### src/rtl/mrsp_pkg.sv
// Shared types, constants and CRC helpers for the Modbus RTU sensor poller.
package mrsp_pkg;

   localparam int unsigned ADDR_W  = 5;
   localparam int unsigned REQ_LEN = 8;
   localparam int unsigned RSP_LEN = 11;

   localparam logic [15:0] CRC_INIT   = 16'hFFFF;
   localparam logic [15:0] CRC_POLY   = 16'hA001;
   localparam logic [7:0]  FUNC_READ  = 8'h03;
   localparam logic [7:0]  BYTE_COUNT = 8'h06;
   localparam logic [15:0] START_REG  = 16'h0002;
   localparam logic [15:0] REG_COUNT  = 16'h0003;

   localparam logic        RST_ENABLE      = 1'b0;
   localparam logic [7:0]  RST_SLAVE_ADDR  = 8'd1;
   localparam logic [15:0] RST_POLL_PERIOD = 16'd1000;
   localparam logic [15:0] RST_TIMEOUT     = 16'd200;
   localparam logic [15:0] RST_MAX_DECIMAL = 16'd4;

   typedef enum logic [1:0] {
      REQ_TICK     = 2'd0,
      REQ_BYTE     = 2'd1,
      REQ_LINE_ERR = 2'd2
   } req_kind_type;

   typedef enum logic [2:0] {
      ST_IDLE      = 3'd0,
      ST_OK        = 3'd1,
      ST_TIMEOUT   = 3'd2,
      ST_LINE_ERR  = 3'd3,
      ST_FRAME_ERR = 3'd4,
      ST_CRC_ERR   = 3'd5
   } status_type;

   typedef enum logic {
      KIND_TX_BYTE = 1'b0,
      KIND_REPORT  = 1'b1
   } kind_type;

   typedef enum logic [2:0] {
      REG_ENABLE      = 3'd0,
      REG_SLAVE_ADDR  = 3'd1,
      REG_POLL_PERIOD = 3'd2,
      REG_TIMEOUT     = 3'd3,
      REG_MAX_DECIMAL = 3'd4
   } reg_index_type;

   typedef struct packed {
      logic        enable;
      logic [7:0]  node_addr;
      logic [15:0] poll_period_ms;
      logic [15:0] reply_timeout_ms;
      logic [15:0] max_decimal;
   } cfg_type;

   typedef struct packed {
      status_type  status;
      logic        online;
      logic [15:0] unit_sel;
      logic [15:0] dec_places;
      logic [15:0] pressure;
      logic [31:0] good_total;
      logic [31:0] fail_total;
      logic [31:0] update_time;
   } stat_type;

   typedef struct packed {
      logic report;
      logic request;
   } start_type;

   function automatic logic [15:0] crc_update(input logic [15:0] crc_cur,
                                              input logic [7:0]  data);
      logic [15:0] c;
      c = crc_cur ^ {8'h00, data};
      for (int b = 0; b < 8; b++) begin
         if (c[0]) begin
            c = (c >> 1) ^ CRC_POLY;
         end else begin
            c = c >> 1;
         end
      end
      return c;
   endfunction

   function automatic logic [7:0] req_byte(input logic [2:0]  idx,
                                           input logic [7:0]  addr,
                                           input logic [15:0] crc_cur);
      logic [7:0] r;
      unique case (idx)
         3'd0: r = addr;
         3'd1: r = FUNC_READ;
         3'd2: r = START_REG[15:8];
         3'd3: r = START_REG[7:0];
         3'd4: r = REG_COUNT[15:8];
         3'd5: r = REG_COUNT[7:0];
         3'd6: r = crc_cur[7:0];
         3'd7: r = crc_cur[15:8];
      endcase
      return r;
   endfunction

endpackage

### src/rtl/modbus_rtu_sensor_poller.sv
// Top level of the Modbus RTU sensor poller.
//
// Input channel (req_valid/req_stall): one request per millisecond tick,
// received serial byte or serial line error. Result channel (rsp_valid/
// rsp_stall): either a byte to transmit (rsp_kind 0, rsp_last on the eighth
// byte of a read request frame) or a status report with the stored readings.
// A request is processed at the edge that accepts it; its results are queued in
// the sequencer and pass from there through the output register to the channel.
// While the receiver does not stall, a request that yields one result or none
// is taken every cycle, and a tick that starts a poll yields eight request bytes
// (nine with a timeout report in front), one per cycle; the next request is taken
// in the cycle the last of them moves to the output register.
// When the receiver stalls, the output register holds its result. Requests
// that yield no result are still taken; the results of one more request wait
// in the sequencer, and then requests stall until those results drain.
// Reset clears all counters, the status and the readings and loads the
// configuration defaults: disabled, slave 1, period 1000 ticks, timeout
// 200 ticks, largest decimal point 4. Registers sit at byte addresses 4*i.
module modbus_rtu_sensor_poller (
   input  logic                         clock,
   input  logic                         reset,
   input  logic                         req_valid,
   output logic                         req_stall,
   input  logic [1:0]                   req_type,
   input  logic [7:0]                   req_rx_byte,
   output logic                         rsp_valid,
   input  logic                         rsp_stall,
   output logic                         rsp_kind,
   output logic [7:0]                   rsp_tx_byte,
   output logic                         rsp_last,
   output logic [2:0]                   rsp_status,
   output logic                         rsp_online,
   output logic [15:0]                  rsp_unit_sel,
   output logic [15:0]                  rsp_dec_places,
   output logic signed [15:0]           rsp_pressure,
   output logic [31:0]                  rsp_good_total,
   output logic [31:0]                  rsp_fail_total,
   output logic [31:0]                  rsp_update_time,
   input  logic                         csr_psel,
   input  logic                         csr_penable,
   input  logic                         csr_pwrite,
   input  logic [mrsp_pkg::ADDR_W-1:0]  csr_paddr,
   input  logic [31:0]                  csr_pwdata,
   output logic [31:0]                  csr_prdata,
   output logic                         csr_pready
);
   import mrsp_pkg::*;

   cfg_type   cfg;
   stat_type  stat;
   start_type start;
   logic      ready;
   logic      accept;

   assign req_stall = !ready;
   assign accept    = req_valid && ready;

   mrsp_csr u_csr (
      .clock       (clock),
      .reset       (reset),
      .csr_psel    (csr_psel),
      .csr_penable (csr_penable),
      .csr_pwrite  (csr_pwrite),
      .csr_paddr   (csr_paddr),
      .csr_pwdata  (csr_pwdata),
      .csr_prdata  (csr_prdata),
      .csr_pready  (csr_pready),
      .cfg         (cfg)
   );

   mrsp_core u_core (
      .clock    (clock),
      .reset    (reset),
      .accept   (accept),
      .req_type (req_type),
      .rx_byte  (req_rx_byte),
      .cfg      (cfg),
      .stat     (stat),
      .start    (start)
   );

   mrsp_emit u_emit (
      .clock           (clock),
      .reset           (reset),
      .accept          (accept),
      .start           (start),
      .stat            (stat),
      .node_addr       (cfg.node_addr),
      .ready           (ready),
      .rsp_valid       (rsp_valid),
      .rsp_stall       (rsp_stall),
      .rsp_kind        (rsp_kind),
      .rsp_tx_byte     (rsp_tx_byte),
      .rsp_last        (rsp_last),
      .rsp_status      (rsp_status),
      .rsp_online      (rsp_online),
      .rsp_unit_sel    (rsp_unit_sel),
      .rsp_dec_places  (rsp_dec_places),
      .rsp_pressure    (rsp_pressure),
      .rsp_good_total  (rsp_good_total),
      .rsp_fail_total  (rsp_fail_total),
      .rsp_update_time (rsp_update_time)
   );

endmodule

### src/rtl/mrsp_csr.sv
// APB-style configuration registers of the poller.
module mrsp_csr (
   input  logic                          clock,
   input  logic                          reset,
   input  logic                          csr_psel,
   input  logic                          csr_penable,
   input  logic                          csr_pwrite,
   input  logic [mrsp_pkg::ADDR_W-1:0]   csr_paddr,
   input  logic [31:0]                   csr_pwdata,
   output logic [31:0]                   csr_prdata,
   output logic                          csr_pready,
   output mrsp_pkg::cfg_type             cfg
);
   import mrsp_pkg::*;

   cfg_type       cfg_ff;
   cfg_type       cfg_in;
   reg_index_type index;
   logic          wr_en;

   assign csr_pready = 1'b1;
   assign index      = reg_index_type'(csr_paddr[4:2]);
   assign wr_en      = csr_psel & csr_penable & csr_pwrite & csr_pready;
   assign cfg        = cfg_ff;

   always_comb begin
      cfg_in = cfg_ff;
      if (wr_en) begin
         unique case (index)
            REG_ENABLE:      cfg_in.enable           = csr_pwdata[0];
            REG_SLAVE_ADDR:  cfg_in.node_addr        = csr_pwdata[7:0];
            REG_POLL_PERIOD: cfg_in.poll_period_ms   = csr_pwdata[15:0];
            REG_TIMEOUT:     cfg_in.reply_timeout_ms = csr_pwdata[15:0];
            REG_MAX_DECIMAL: cfg_in.max_decimal      = csr_pwdata[15:0];
            default: ;
         endcase
      end
   end

   always_comb begin
      unique case (index)
         REG_ENABLE:      csr_prdata = {31'd0, cfg_ff.enable};
         REG_SLAVE_ADDR:  csr_prdata = {24'd0, cfg_ff.node_addr};
         REG_POLL_PERIOD: csr_prdata = {16'd0, cfg_ff.poll_period_ms};
         REG_TIMEOUT:     csr_prdata = {16'd0, cfg_ff.reply_timeout_ms};
         REG_MAX_DECIMAL: csr_prdata = {16'd0, cfg_ff.max_decimal};
         default:         csr_prdata = 32'd0;
      endcase
   end

   always_ff @(posedge clock) begin
      if (reset) begin
         cfg_ff.enable           <= RST_ENABLE;
         cfg_ff.node_addr        <= RST_SLAVE_ADDR;
         cfg_ff.poll_period_ms   <= RST_POLL_PERIOD;
         cfg_ff.reply_timeout_ms <= RST_TIMEOUT;
         cfg_ff.max_decimal      <= RST_MAX_DECIMAL;
      end else begin
         cfg_ff <= cfg_in;
      end
   end

endmodule

### src/rtl/mrsp_core.sv
// Poll timing, reply capture, reply checks and stored status of the poller.
module mrsp_core (
   input  logic                 clock,
   input  logic                 reset,
   input  logic                 accept,
   input  logic [1:0]           req_type,
   input  logic [7:0]           rx_byte,
   input  mrsp_pkg::cfg_type    cfg,
   output mrsp_pkg::stat_type   stat,
   output mrsp_pkg::start_type  start
);
   import mrsp_pkg::*;

   localparam int unsigned STORE_LEN = RSP_LEN - 1;
   localparam int unsigned CRC_LEN   = RSP_LEN - 2;

   logic [15:0] poll_count_ff, poll_count_in;
   logic [15:0] wait_count_ff, wait_count_in;
   logic        waiting_ff, waiting_in;
   logic [3:0]  rx_index_ff, rx_index_in;
   logic [15:0] rx_crc_ff, rx_crc_in;
   logic [31:0] time_now_ff, time_now_in;
   stat_type    stat_ff, stat_in;
   logic [7:0]  rx_bytes_ff [STORE_LEN];
   logic        rx_wr_en;
   logic [15:0] poll_next;
   logic [15:0] wait_next;
   logic        header_ok;
   logic        crc_ok;
   logic [15:0] dec_value;

   assign poll_next = (poll_count_ff == 16'hFFFF) ? poll_count_ff : poll_count_ff + 16'd1;
   assign wait_next = (wait_count_ff == 16'hFFFF) ? wait_count_ff : wait_count_ff + 16'd1;
   assign header_ok = (rx_bytes_ff[0] == cfg.node_addr) && (rx_bytes_ff[1] == FUNC_READ)
                      && (rx_bytes_ff[2] == BYTE_COUNT);
   assign crc_ok    = (rx_bytes_ff[9] == rx_crc_ff[7:0]) && (rx_byte == rx_crc_ff[15:8]);
   assign dec_value = {rx_bytes_ff[5], rx_bytes_ff[6]};
   assign stat      = stat_ff;

   always_comb begin
      poll_count_in = poll_count_ff;
      wait_count_in = wait_count_ff;
      waiting_in    = waiting_ff;
      rx_index_in   = rx_index_ff;
      rx_crc_in     = rx_crc_ff;
      time_now_in   = time_now_ff;
      stat_in       = stat_ff;
      rx_wr_en      = 1'b0;
      start         = '0;
      if (accept) begin
         unique case (req_kind_type'(req_type))
            REQ_TICK: begin
               time_now_in   = time_now_ff + 32'd1;
               poll_count_in = poll_next;
               if (waiting_ff) begin
                  wait_count_in = wait_next;
                  if (wait_next >= cfg.reply_timeout_ms) begin
                     waiting_in         = 1'b0;
                     stat_in.status     = ST_TIMEOUT;
                     stat_in.online     = 1'b0;
                     stat_in.fail_total = stat_ff.fail_total + 32'd1;
                     start.report       = 1'b1;
                  end
               end
               if (!waiting_in && cfg.enable && (poll_next >= cfg.poll_period_ms)) begin
                  poll_count_in = 16'd0;
                  waiting_in    = 1'b1;
                  wait_count_in = 16'd0;
                  rx_index_in   = 4'd0;
                  rx_crc_in     = CRC_INIT;
                  start.request = 1'b1;
               end
            end
            REQ_BYTE: begin
               if (waiting_ff && (rx_index_ff < 4'(RSP_LEN))) begin
                  rx_wr_en    = (rx_index_ff < 4'(STORE_LEN));
                  rx_index_in = rx_index_ff + 4'd1;
                  if (rx_index_ff < 4'(CRC_LEN)) begin
                     rx_crc_in = crc_update(rx_crc_ff, rx_byte);
                  end
                  if (rx_index_ff == 4'(RSP_LEN - 1)) begin
                     waiting_in   = 1'b0;
                     rx_index_in  = 4'd0;
                     start.report = 1'b1;
                     if (!header_ok) begin
                        stat_in.status     = ST_FRAME_ERR;
                        stat_in.online     = 1'b0;
                        stat_in.fail_total = stat_ff.fail_total + 32'd1;
                     end else if (!crc_ok) begin
                        stat_in.status     = ST_CRC_ERR;
                        stat_in.online     = 1'b0;
                        stat_in.fail_total = stat_ff.fail_total + 32'd1;
                     end else begin
                        stat_in.unit_sel    = {rx_bytes_ff[3], rx_bytes_ff[4]};
                        stat_in.dec_places  = dec_value;
                        stat_in.pressure    = {rx_bytes_ff[7], rx_bytes_ff[8]};
                        stat_in.update_time = time_now_ff;
                        stat_in.good_total  = stat_ff.good_total + 32'd1;
                        if (dec_value > cfg.max_decimal) begin
                           stat_in.status     = ST_FRAME_ERR;
                           stat_in.online     = 1'b0;
                           stat_in.fail_total = stat_ff.fail_total + 32'd1;
                        end else begin
                           stat_in.status = ST_OK;
                           stat_in.online = 1'b1;
                        end
                     end
                  end
               end
            end
            REQ_LINE_ERR: begin
               if (waiting_ff) begin
                  waiting_in         = 1'b0;
                  rx_index_in        = 4'd0;
                  stat_in.status     = ST_LINE_ERR;
                  stat_in.online     = 1'b0;
                  stat_in.fail_total = stat_ff.fail_total + 32'd1;
                  start.report       = 1'b1;
               end
            end
            default: ;
         endcase
      end
   end

   always_ff @(posedge clock) begin
      if (rx_wr_en) begin
         rx_bytes_ff[rx_index_ff] <= rx_byte;
      end
      rx_crc_ff <= rx_crc_in;
   end

   always_ff @(posedge clock) begin
      if (reset) begin
         poll_count_ff <= 16'd0;
         wait_count_ff <= 16'd0;
         waiting_ff    <= 1'b0;
         rx_index_ff   <= 4'd0;
         time_now_ff   <= 32'd0;
         stat_ff       <= '{status: ST_IDLE, default: '0};
      end else begin
         poll_count_ff <= poll_count_in;
         wait_count_ff <= wait_count_in;
         waiting_ff    <= waiting_in;
         rx_index_ff   <= rx_index_in;
         time_now_ff   <= time_now_in;
         stat_ff       <= stat_in;
      end
   end

endmodule

### src/rtl/mrsp_emit.sv
// Result sequencer: pending report and request bytes feeding the output register.
module mrsp_emit (
   input  logic                 clock,
   input  logic                 reset,
   input  logic                 accept,
   input  mrsp_pkg::start_type  start,
   input  mrsp_pkg::stat_type   stat,
   input  logic [7:0]           node_addr,
   output logic                 ready,
   output logic                 rsp_valid,
   input  logic                 rsp_stall,
   output logic                 rsp_kind,
   output logic [7:0]           rsp_tx_byte,
   output logic                 rsp_last,
   output logic [2:0]           rsp_status,
   output logic                 rsp_online,
   output logic [15:0]          rsp_unit_sel,
   output logic [15:0]          rsp_dec_places,
   output logic signed [15:0]   rsp_pressure,
   output logic [31:0]          rsp_good_total,
   output logic [31:0]          rsp_fail_total,
   output logic [31:0]          rsp_update_time
);
   import mrsp_pkg::*;

   localparam int unsigned CRC_BYTES = REQ_LEN - 2;

   logic        pend_rep_ff, pend_rep_in;
   logic [3:0]  req_left_ff, req_left_in;
   logic [15:0] crc_ff, crc_in;
   logic        out_valid_ff, out_valid_in;
   logic        kind_ff, kind_in;
   logic [7:0]  tx_ff, tx_in;
   logic        last_ff, last_in;
   stat_type    stat_out_ff, stat_out_in;
   logic        have;
   logic        take_out;
   logic        drain;
   logic        one_left;
   logic [3:0]  byte_idx;
   logic [7:0]  cur_byte;

   assign have     = pend_rep_ff || (req_left_ff != 4'd0);
   assign take_out = !out_valid_ff || !rsp_stall;
   assign drain    = have && take_out;
   assign one_left = (pend_rep_ff && (req_left_ff == 4'd0))
                     || (!pend_rep_ff && (req_left_ff == 4'd1));
   assign ready    = !have || (one_left && drain);
   assign byte_idx = 4'(REQ_LEN) - req_left_ff;
   assign cur_byte = req_byte(byte_idx[2:0], node_addr, crc_ff);

   always_comb begin
      pend_rep_in  = pend_rep_ff;
      req_left_in  = req_left_ff;
      crc_in       = crc_ff;
      out_valid_in = out_valid_ff;
      kind_in      = kind_ff;
      tx_in        = tx_ff;
      last_in      = last_ff;
      stat_out_in  = stat_out_ff;
      if (drain) begin
         out_valid_in = 1'b1;
         if (pend_rep_ff) begin
            pend_rep_in = 1'b0;
            kind_in     = KIND_REPORT;
            tx_in       = 8'd0;
            last_in     = 1'b0;
            stat_out_in = stat;
         end else begin
            req_left_in = req_left_ff - 4'd1;
            kind_in     = KIND_TX_BYTE;
            tx_in       = cur_byte;
            last_in     = (byte_idx == 4'(REQ_LEN - 1));
            stat_out_in = '{status: ST_IDLE, default: '0};
            if (byte_idx < 4'(CRC_BYTES)) begin
               crc_in = crc_update(crc_ff, cur_byte);
            end
         end
      end else if (take_out) begin
         out_valid_in = 1'b0;
      end
      if (accept) begin
         pend_rep_in = start.report;
         req_left_in = start.request ? 4'(REQ_LEN) : 4'd0;
         crc_in      = CRC_INIT;
      end
   end

   always_ff @(posedge clock) begin
      kind_ff     <= kind_in;
      tx_ff       <= tx_in;
      last_ff     <= last_in;
      stat_out_ff <= stat_out_in;
      crc_ff      <= crc_in;
   end

   always_ff @(posedge clock) begin
      if (reset) begin
         pend_rep_ff  <= 1'b0;
         req_left_ff  <= 4'd0;
         out_valid_ff <= 1'b0;
      end else begin
         pend_rep_ff  <= pend_rep_in;
         req_left_ff  <= req_left_in;
         out_valid_ff <= out_valid_in;
      end
   end

   assign rsp_valid       = out_valid_ff;
   assign rsp_kind        = kind_ff;
   assign rsp_tx_byte     = tx_ff;
   assign rsp_last        = last_ff;
   assign rsp_status      = stat_out_ff.status;
   assign rsp_online      = stat_out_ff.online;
   assign rsp_unit_sel    = stat_out_ff.unit_sel;
   assign rsp_dec_places  = stat_out_ff.dec_places;
   assign rsp_pressure    = signed'(stat_out_ff.pressure);
   assign rsp_good_total  = stat_out_ff.good_total;
   assign rsp_fail_total  = stat_out_ff.fail_total;
   assign rsp_update_time = stat_out_ff.update_time;

endmodule

### config.mk
export PLATFORM = sky130hd
export DESIGN_NAME = modbus_rtu_sensor_poller
export DESIGN_NICKNAME = d
export VERILOG_FILES = /design/src/rtl/mrsp_pkg.sv /design/src/rtl/modbus_rtu_sensor_poller.sv /design/src/rtl/mrsp_csr.sv /design/src/rtl/mrsp_core.sv /design/src/rtl/mrsp_emit.sv
export SDC_FILE = /design/constraint.sdc
export NUM_CORES = 1
export LEC_CHECK = 0
export BUFFER_PORTS_ARGS = -buffer_cell sky130_fd_sc_hd__buf_2
export CAP_MARGIN = 20
export CORE_ASPECT_RATIO = 0.9
export CORE_MARGIN = 4
export CORE_UTILIZATION = 50
export DETAILED_ROUTE_END_ITERATION = 8
export PLACE_DENSITY_LB_ADDON = 0.1
export SLEW_MARGIN = 20
export SYNTH_ARGS = -nofsm -noshare
export SYNTH_HDL_FRONTEND = slang
export SYNTH_SLANG_ARGS = --single-unit
### constraint.sdc
create_clock -name clock -period 15.8 [get_ports clock]
set_input_delay 2.37 -clock clock [delete_from_list [all_inputs] [get_ports clock]]
set_output_delay 2.37 -clock clock [all_outputs]
set_load 0.005 [all_outputs]
# Yosys cells after proc, flatten, opt, wreduce, memory -nomap -nowiden
# Memory sizes are Yosys's and may differ from the RTL's.
# Cells that the tools add are included.
# word_totals
register_bits	470
memories	1
out_inout_bits	193
ramBits	80
elab_cells	283
inputBits	54
# mem_list
name	depth	word_bits	read_ports	rd_ports_with_merged_regs	write_ports	line_no	source
u_core.rx_bytes_ff	10	8	10	0	1	mrsp_core.sv:24	logic [7:0] rx_bytes_ff [STORE_LEN];
# op_classes
n_reduce_logical	48
magnitude_cmp	7
n_bitwise	21
addsub	8
n_eq_ne	32
n_mux	132
# ops
op	count
2-to-1 mux 16 bit	73
2-to-1 mux 148 bit	2
2-to-1 mux 32 bit	8
2-to-1 mux 80 bit	2
adder 32 x 1 -> 32 bit (second input constant)	3
case mux 32 bit (3 select lines)	1
case mux 16 bit (5 select lines)	1
2-to-1 mux 4 bit	14
NOT 2 -> 3 bit	16
case mux 8 bit (6 select lines)	1
adder 16 x 1 -> 16 bit (second input constant)	2
equality test 16 bit (second input constant)	2
greater-or-equal comparator 16 bit	2
case mux 16 bit (2 select lines)	1
bitwise XOR 16 x 8 -> 16 bit	2
equality test 8 bit	3
2-to-1 mux 1 bit	24
case mux 4 bit (3 select lines)	2
greater-than comparator 16 bit	1
equality test 3 bit (second input constant)	5
!= test 2 x 1 -> 1 bit (second input constant)	7
AND reduction 2 bit	7
equality test 3 x 2 -> 1 bit (second input constant)	4
< comparator 4 bit (second input constant)	3
other kinds (34)	62

# Longest topological paths before layout
# Gate-level depths: netlist of the first run.
# depth
word_depth	48
depth_mapped	20
mapped_depth_nobuf	18

# Cells and area by module
# A second synthesis of the first run with hierarchy kept.
# hier_totals
cells_unflattened	2432
hier_area_um2	24922.7
# by_module_without_submodules
module	n_inst	cells_per_inst	area_each_um2	seq_area_each_um2
mrsp_core	1	1590	14674.1	7226.9
mrsp_emit	1	507	7325.8	5185.0
mrsp_csr	1	333	2912.8	1141.1
modbus_rtu_sensor_poller	1	2	10.0	0.0

# Least setup slack after synthesis of the first run
# No wires, ideal clock.
# synth_timing
path_kind	in2reg
startpoint	input port rsp_stall
endpoint	register u_emit.crc_ff[15]
t_arrival_ns	11.545
setup_time_ns	0.121
t_required_ns	15.679
path_stages	7
slack_ns	4.134
path_cell_list	a21oi_1 > nor2b_1 > clkbuf_1 > nand3_1 > clkbuf_1 > a21oi_1 > nand3_1
# synth_between
elab_chain_cells	6
# synth_lines
element	line_no	source
start: declaration	modbus_rtu_sensor_poller.sv:27	input logic rsp_stall,
logical NOT 1 bit (*)	mrsp_emit.sv:44	assign take_out = !out_valid_ff || !rsp_stall;
logical OR 1 bit (*)	mrsp_emit.sv:44	
logical AND 1 bit (*)	mrsp_emit.sv:45	assign drain = have && take_out;
logical AND 1 bit	mrsp_emit.sv:48	assign ready = !have || (one_left && drain);
logical OR 1 bit	mrsp_emit.sv:48	
logical AND 1 bit	modbus_rtu_sensor_poller.sv:56	assign accept = req_valid && ready;
end signal: assignment	mrsp_emit.sv:94	crc_ff <= crc_in;
end: declaration	mrsp_emit.sv:30	logic [15:0] crc_ff, crc_in;
# Mark *: on every way between the ends. The rest lies on a longest branch, timed or not.
# A chain may end at the register's enable or synchronous reset.

# Worst setup path after layout of the first run
# layout_timing
startpoint	input port csr_paddr[2] (netlist name)
endpoint	output port csr_prdata[14]
# layout_between
elab_chain_cells	2
# layout_lines
element	line_no	source
start: declaration	modbus_rtu_sensor_poller.sv:42	input logic [mrsp_pkg::ADDR_W-1:0] csr_paddr,
equality test 3 bit, or another cell as far along	mrsp_csr.sv:41	unique case (index)
case mux 16 bit (5 select lines) (*)	mrsp_csr.sv:41	
end: declaration	modbus_rtu_sensor_poller.sv:44	output logic [31:0] csr_prdata,
# Marks and branches as above.

==> results.cfg, run 1 <==
[die]
num_io_pins = 247
core_area_um2 = 47700
start_util_pct = 50.5
die_area_um2 = 51800
die_height_um = 216
die_w_um = 239
row_count = 76

[sta]
period_minus_slack_ns = 6.32
finalSetupViolCount = 0
worst_slew_pin_slew_ns = 1.05
slew_headroom_pct = 30.3
finalHoldViolCount = 0
fin_worst_skew_ns = 0.0139
slew_violations = 0
timing.setup.tns_ns = 0
period_share_pct = 40.0
rsz0062_at_grt = no
worst_slack_ns = 9.48
max_freq_mhz = 158

[finish]
final_common_cell = nand2_1
drive_gt1_share_pct = 14.0
finalInstanceArea_um2 = 27400
final_core_util_pct = 57.5
area_delta_synth_final_pct = 13.9
final_cell_mix = 356 x nand2_1, 295 x dfxtp_1, 254 x edfxtp_1, 217 x a21oi_1, 210 x buf_2
final_nets = 2662

[logic_synthesis]
synth_compound_area_share_pct = 9.83
synthMuxAreaShare_pct = 1.94
synth_xor_area_share_pct = 5.22
synthCells = 2375
synth_area_um2 = 24100
synth_top_family_by_area = simple AND/OR/NAND/NOR gates
synth_area_leaders = edfxtp_1 32%, dfxtp_1 25%, nand2_1 5.6%
synth-async-reset-ratio_pct = 0
ys.flop_type = dfxtp_1
yosys.area.top_type_share_pct = 31.7
synth_edf_count = 254
synth-simple-area-share_pct = 19.7
synthAdderAreaFrac_pct = 3.27
avgSynthCellArea_um2 = 10.1
yosysSeqAreaShare_pct = 56.2
synth_top_area_cell = edfxtp_1
netlist-cell-type-count = 76
ys_ff_latch = 550
synth_warnings = 0

[grt]
grtUsageTotal_pct = 21.1
busiest_layer = met2
grt_pass1_vias = 16500
use_met3_pct = 2.88
overflow = 0
antenna_found_initial = 2
grt_start_max_net_pins = 140
use_met2_pct = 33.9
met1_usage_pct = 30.1
grt_pass1_wl_um = 89000

[min_path]
holdPathStages = 2
hold_class = reg -> reg
whs_endpoint = u_core.stat[131]$_SDFFE_PP0P_
holdCritStartpoint = u_core.stat[131]$_SDFFE_PP0P_

[worst_setup_path]
worstSetupPathType = in -> out
critical_path_buf_inv_count = 3
crit_fanout = 22
crit_chain = buf_2 -> nor2_1 -> and2_1 -> inv_1 -> o22ai_1 -> buf_2
regToRegStartpoint = u_core.wait_count_ff[4]$_SDFFE_PP0P_
r2r_end = u_core.rx_index_ff[3]$_SDFFE_PP0P_
worstSetupEndpointType = output port
critical_path_arrival_ns = 3.95
crit_family = buffers and inverters
crit_top_cell = buf_2
crit_slowest_cell = inv_1
required_ns = 13.43
r2r_setup_slack_ns = 10.13
critPathLaunchType = input port
worst-r2r-cell-count = 17
cpPeakStageDelay_ns = 0.45

[clock_network]
clock_latency_ns = 0.61
cts-root-to-sink-buffers = 3
cts_tree = done
post_cts_buffers = 0
path_clk_slew_ns = 0.06
cts_made_buffers = 57
cts_sinks = 550
cts-root-buf = clkbuf_16
htreeDepth = 2
post_cts_resize_count = 0
cts_hold_buf = 0

[detailed_routing]
drt-initial-drc-count = 1428
routed_wl_um = 55800
vias_per_cell = 5.43
firstDrtPassIters = 7
drc = 0
ant_nets = 0
post_drt_wl_per_cell_um = 17.3
vias = 17500

[pwr]
p_leak_nw = 10.0
p_per_area_nw_per_um2 = 144
ir_drop_v = 0.000114

[run]
maxCapViolations = 0

[placement]
numPortBuffers = 211
post-place-ws_ns = 8.84
place_area_um2 = 25600
hpwl_um = 38100
place.gp.congestion = 0.852

[run_status]
status = finished, final reports clean
report_power, final:
group,total [mW],switching (mW),internal [mW]
Combinational,0.789,0.489,0.300
Sequential,1.84,0.0790,1.77
Clock,1.31,0.552,0.758
synth_stat cells, types with 18 or more instances:
master	instances
and2_1	163
nor2_1	147
nor3_1	30
nand2b_1	21
nand4_1	51
nand3_1	65
buf_4	18
xor2_1	71
xnor2_1	69
clkbuf_1	104
dfxtp_1	296
mux2i_1	27
o21ai_0	67
nand2_1	357
edfxtp_1	254
ha_1	63
a21oi_1	218
inv_1	77
or3_1	36
per-stage QoR:
stage,total power [mW],hold slack [ns],instances
6_report,3.94,0.445,3218
5_1_grt,4.14,0.460,3217
4_1_cts,3.99,0.447,3216
3_5_place_dp,2.67,0.438,3109
3_3_place_gp,2.65,0.433,3108
2_1_floorplan,2.45,0.403,2390
per-layer routing:
layer  part of all wire [%]  vias up
li1                       -     8576
met1                     46     8363
met2                     46      446
met3                    5.3       84
met4                    2.7        0
met5                      0        -
sequential cells by signal, summed over array words and instances (netlist names), 8 cells and up:
register,flops
u_emit.rsp_tx_byte,8
u_emit.rsp_fail_total,32
u_core.poll_count_ff,16
u_csr.cfg,57
u_emit.rsp_dec_places,16
u_emit.rsp_update_time,32
u_emit.rsp_good_total,32
u_emit.crc_ff,16
u_emit.rsp_pressure,16
u_core.rx_bytes_ff,80
u_core.rx_crc_ff,16
u_emit.rsp_unit_sel,16
u_core.time_now_ff,32
u_core.stat,148
u_core.wait_count_ff,16
tightest hold or removal path, cell delays in order (launching register included):
cell	delay, ns
dfxtp_1	0.30
nand2_1	0.05
a21oi_1	0.05
layout make-up:
| type | count | area (µm²) |
|---|---|---|
| flip-flops and latches | 550 | 13600 |
| multi-input cells | 1628 | 9740 |
| repair buffers | 231 | 1230 |
| inverters | 77 | 289 |
| diodes | 1 | 2.50 |
| fillers | 4151 | 20300 |
| well taps | 624 | 781 |
| clock buffers | 87 | 1660 |
| clock inverters | 20 | 181 |
cells by family (layout without fill, tap and decap cells):
| logic type | Yosys count | in the layout |
|---|---|---|
| AO/OA/AOI/OAI | 404 | 404 |
| XOR/XNOR | 142 | 142 |
| adder cells (fa/ha/maj) | 63 | 63 |
| other | 2 | 18 |
| flip-flops | 550 | 550 |
| buffers and inverters | 212 | 415 |
| multiplexers | 43 | 43 |
| AND/OR/NAND/NOR | 959 | 959 |
how the worst max path moves through the flow:
stage	depth (start not counted)	start	slack, ns	end
final	6	csr_paddr[2]	9.48	csr_prdata[14]
after global routing	13	req_type[1]	9.02	u_core.stat[94]$_SDFFE_PP0P_
after CTS	13	req_type[1]	9.48	u_core.stat[94]$_SDFFE_PP0P_
after detailed placement	13	req_type[1]	8.84	u_core.stat[94]$_SDFFE_PP0P_
after global placement	13	req_type[1]	8.43	u_core.stat[95]$_SDFFE_PP0P_
after floorplan	7	rsp_stall	4.13	u_emit.crc_ff[15]$_SDFFE_PP1P_
(Power assumes the default switching activity.)
==> run 2, diff against run 1 <==
clock period = 6.2 ns   (was 15.8 ns; I/O delays follow)
==> run 2 against run 1 <==
Against the previous run: core utilization barely moved; sequential power rose to 2.6 times the previous value; clock skew rose by 0.015 ns; global-route usage fell by 0.092 points; via count fell by 0.38%; critical path depth rose by 13; sequential share of layout area barely moved; routed wire length barely moved; critical path type is now reg -> reg; critical endpoint is now u_core.stat[33]$_SDFFE_PP0P_.
==> results.cfg, run 2 (same netlist as run 1, synthesis figures left out) <==
[run_status]
status = finished, final reports clean

[grt]
grtUsageTotal_pct = 21.0
grt_pass1_vias = 16500
grt_pass1_wl_um = 88200
antenna_found_initial = 3
overflow = 0
grt_start_max_net_pins = 171

[die]
core_area_um2 = 47700
die_area_um2 = 51800
die_w_um = 239
row_count = 76
start_util_pct = 50.5
num_io_pins = 247
die_height_um = 216

[sta]
finalHoldViolCount = 0
timing.setup.tns_ns = 0
fin_worst_skew_ns = 0.0292
slew_violations = 0
fin_hold_ws_ns = 0.445
worst_slack_ns = 0.898
max_freq_mhz = 189
worst_slew_pin_slew_ns = 1.15
rsz0062_at_grt = no
period_share_pct = 85.5
slew_headroom_pct = 23.0
period_minus_slack_ns = 5.30
finalSetupViolCount = 0

[pwr]
p_per_area_nw_per_um2 = 367
power_frac_comb_pct = 20.1
switching_power_mw = 2.89
p_leak_nw = 10.0
clkPwrFrac_pct = 33.3
power_mw = 10.1
switching_share_pct = 28.7
cellInternalPower_mw = 7.18
ir_drop_v = 0.000316
seqPwrFrac_pct = 46.6

[finish]
final_nets = 2666
final_cell_mix = 356 x nand2_1, 295 x dfxtp_1, 254 x edfxtp_1, 217 x a21oi_1, 211 x buf_2
largest_reg_flops = 148
finalInstanceArea_um2 = 27400
final_common_cell = nand2_1
area_delta_synth_final_pct = 13.9
fin_cells = 3221
num-fill-cells = 4189
final_core_util_pct = 57.5
drive_gt1_share_pct = 14.0

[worst_setup_path]
worstSetupEndpointType = flop
worstSetupPathType = reg -> reg
crit_fanout = 18
worst-r2r-cell-count = 19
required_ns = 6.65
critPathLaunchType = flop
critical_path_arrival_ns = 5.75

[clock_network]
cts_made_buffers = 57
cts-root-buf = clkbuf_16
post_cts_resize_count = 0
post_cts_buffers = 0
clock_latency_ns = 0.62
path_clk_slew_ns = 0.06
cts_hold_buf = 0
cts_tree = done
htreeDepth = 2
cts-root-to-sink-buffers = 3
cts_sinks = 550

[detailed_routing]
ant_nets = 0
vias = 17400
vias_per_cell = 5.40
routed_wl_um = 55900
post_drt_wl_per_cell_um = 17.3
drc = 0
drt-initial-drc-count = 1323
firstDrtPassIters = 5

[run]
maxCapViolations = 0

[placement]
place_area_um2 = 25600
place.gp.congestion = 0.860
numPortBuffers = 211
hpwl_um = 37900
dp.cells = 3113
post-place-ws_ns = 1.03

[min_path]
holdPathStages = 2
hold_class = reg -> reg
## run 2: cell count changes in the layout (fill, tap and decap cells not counted), moves of 2 or more
cell / change
clkinv_1: +11
clkbuf_1: -11
buf_4: +5
bufinv_16: +2
clkbuf_8: -10
clkinvlp_4: +5
nor3_1: +2
nor3_2: -2
## run 2: area by class of cell
type	count	area (µm²)	share of cell area [%]
Sequential cell	550	13600	49.4
Clock inverter	38	323	1.18
Clock buffer	68	1520	5.53
Timing Repair Buffer	235	1250	4.55
Tap cell	624	781	2.84
Multi-Input combinational cell	1628	9730	35.4
Inverter	77	289	1.05
Antenna cell	1	2.50	0.00912
## run 2: worst paths after layout
check | start | end | slack [ns]
max | u_core.wait_count_ff[4]$_SDFFE_PP0P_ | u_core.stat[33]$_SDFFE_PP0P_ | 0.90
min | u_core.stat[141]$_SDFFE_PP0P_ | u_core.stat[141]$_SDFFE_PP0P_ | 0.45
min reg2reg | u_core.stat[141]$_SDFFE_PP0P_ | u_core.stat[141]$_SDFFE_PP0P_ | 0.45
max reg2reg | u_core.wait_count_ff[4]$_SDFFE_PP0P_ | u_core.stat[33]$_SDFFE_PP0P_ | 0.90
## run 2: metal layers
metal | routed length [µm] | track usage, % | up-vias | share of wire (%)
li1 | - | - | 8601 | -
met1 | 25600 | 29.3 | 8292 | 46
met2 | 25800 | 34.1 | 416 | 46
met3 | 2860 | 3.03 | 93 | 5.1
met4 | 1610 | 6.77 | 0 | 2.9
met5 | 0 | 0 | - | 0
## run 2: power groups by stage
stage | registers, mW | clock network [mW] | logic [mW]
floorplan | 4.84 | 0 | 1.24
global placement | 4.77 | 0 | 1.99
detailed placement | 4.79 | 0 | 2.03
CTS | 4.71 | 3.43 | 2.04
global route | 4.75 | 3.59 | 2.22
finish | 4.70 | 3.35 | 2.02
## run 2: worst max-delay path, stage by stage, from the launching register on
cell and delay, ns:
dfxtp_1 0.45, and4_1 0.28, nand4_1 0.16, nor3_1 0.58, nand3_1 0.53, nand2b_1 0.36
nor3_1 0.13, xor2_1 0.16, ha_1 0.21, a21o_1 0.17, a21o_1 0.17, a211oi_1 0.22
o21ai_0 0.11, a41oi_1 0.56, a211oi_2 0.15, buf_4 0.22, o21ai_1 0.13, buf_4 0.25
mux2i_1 0.25, nor2_1 0.06
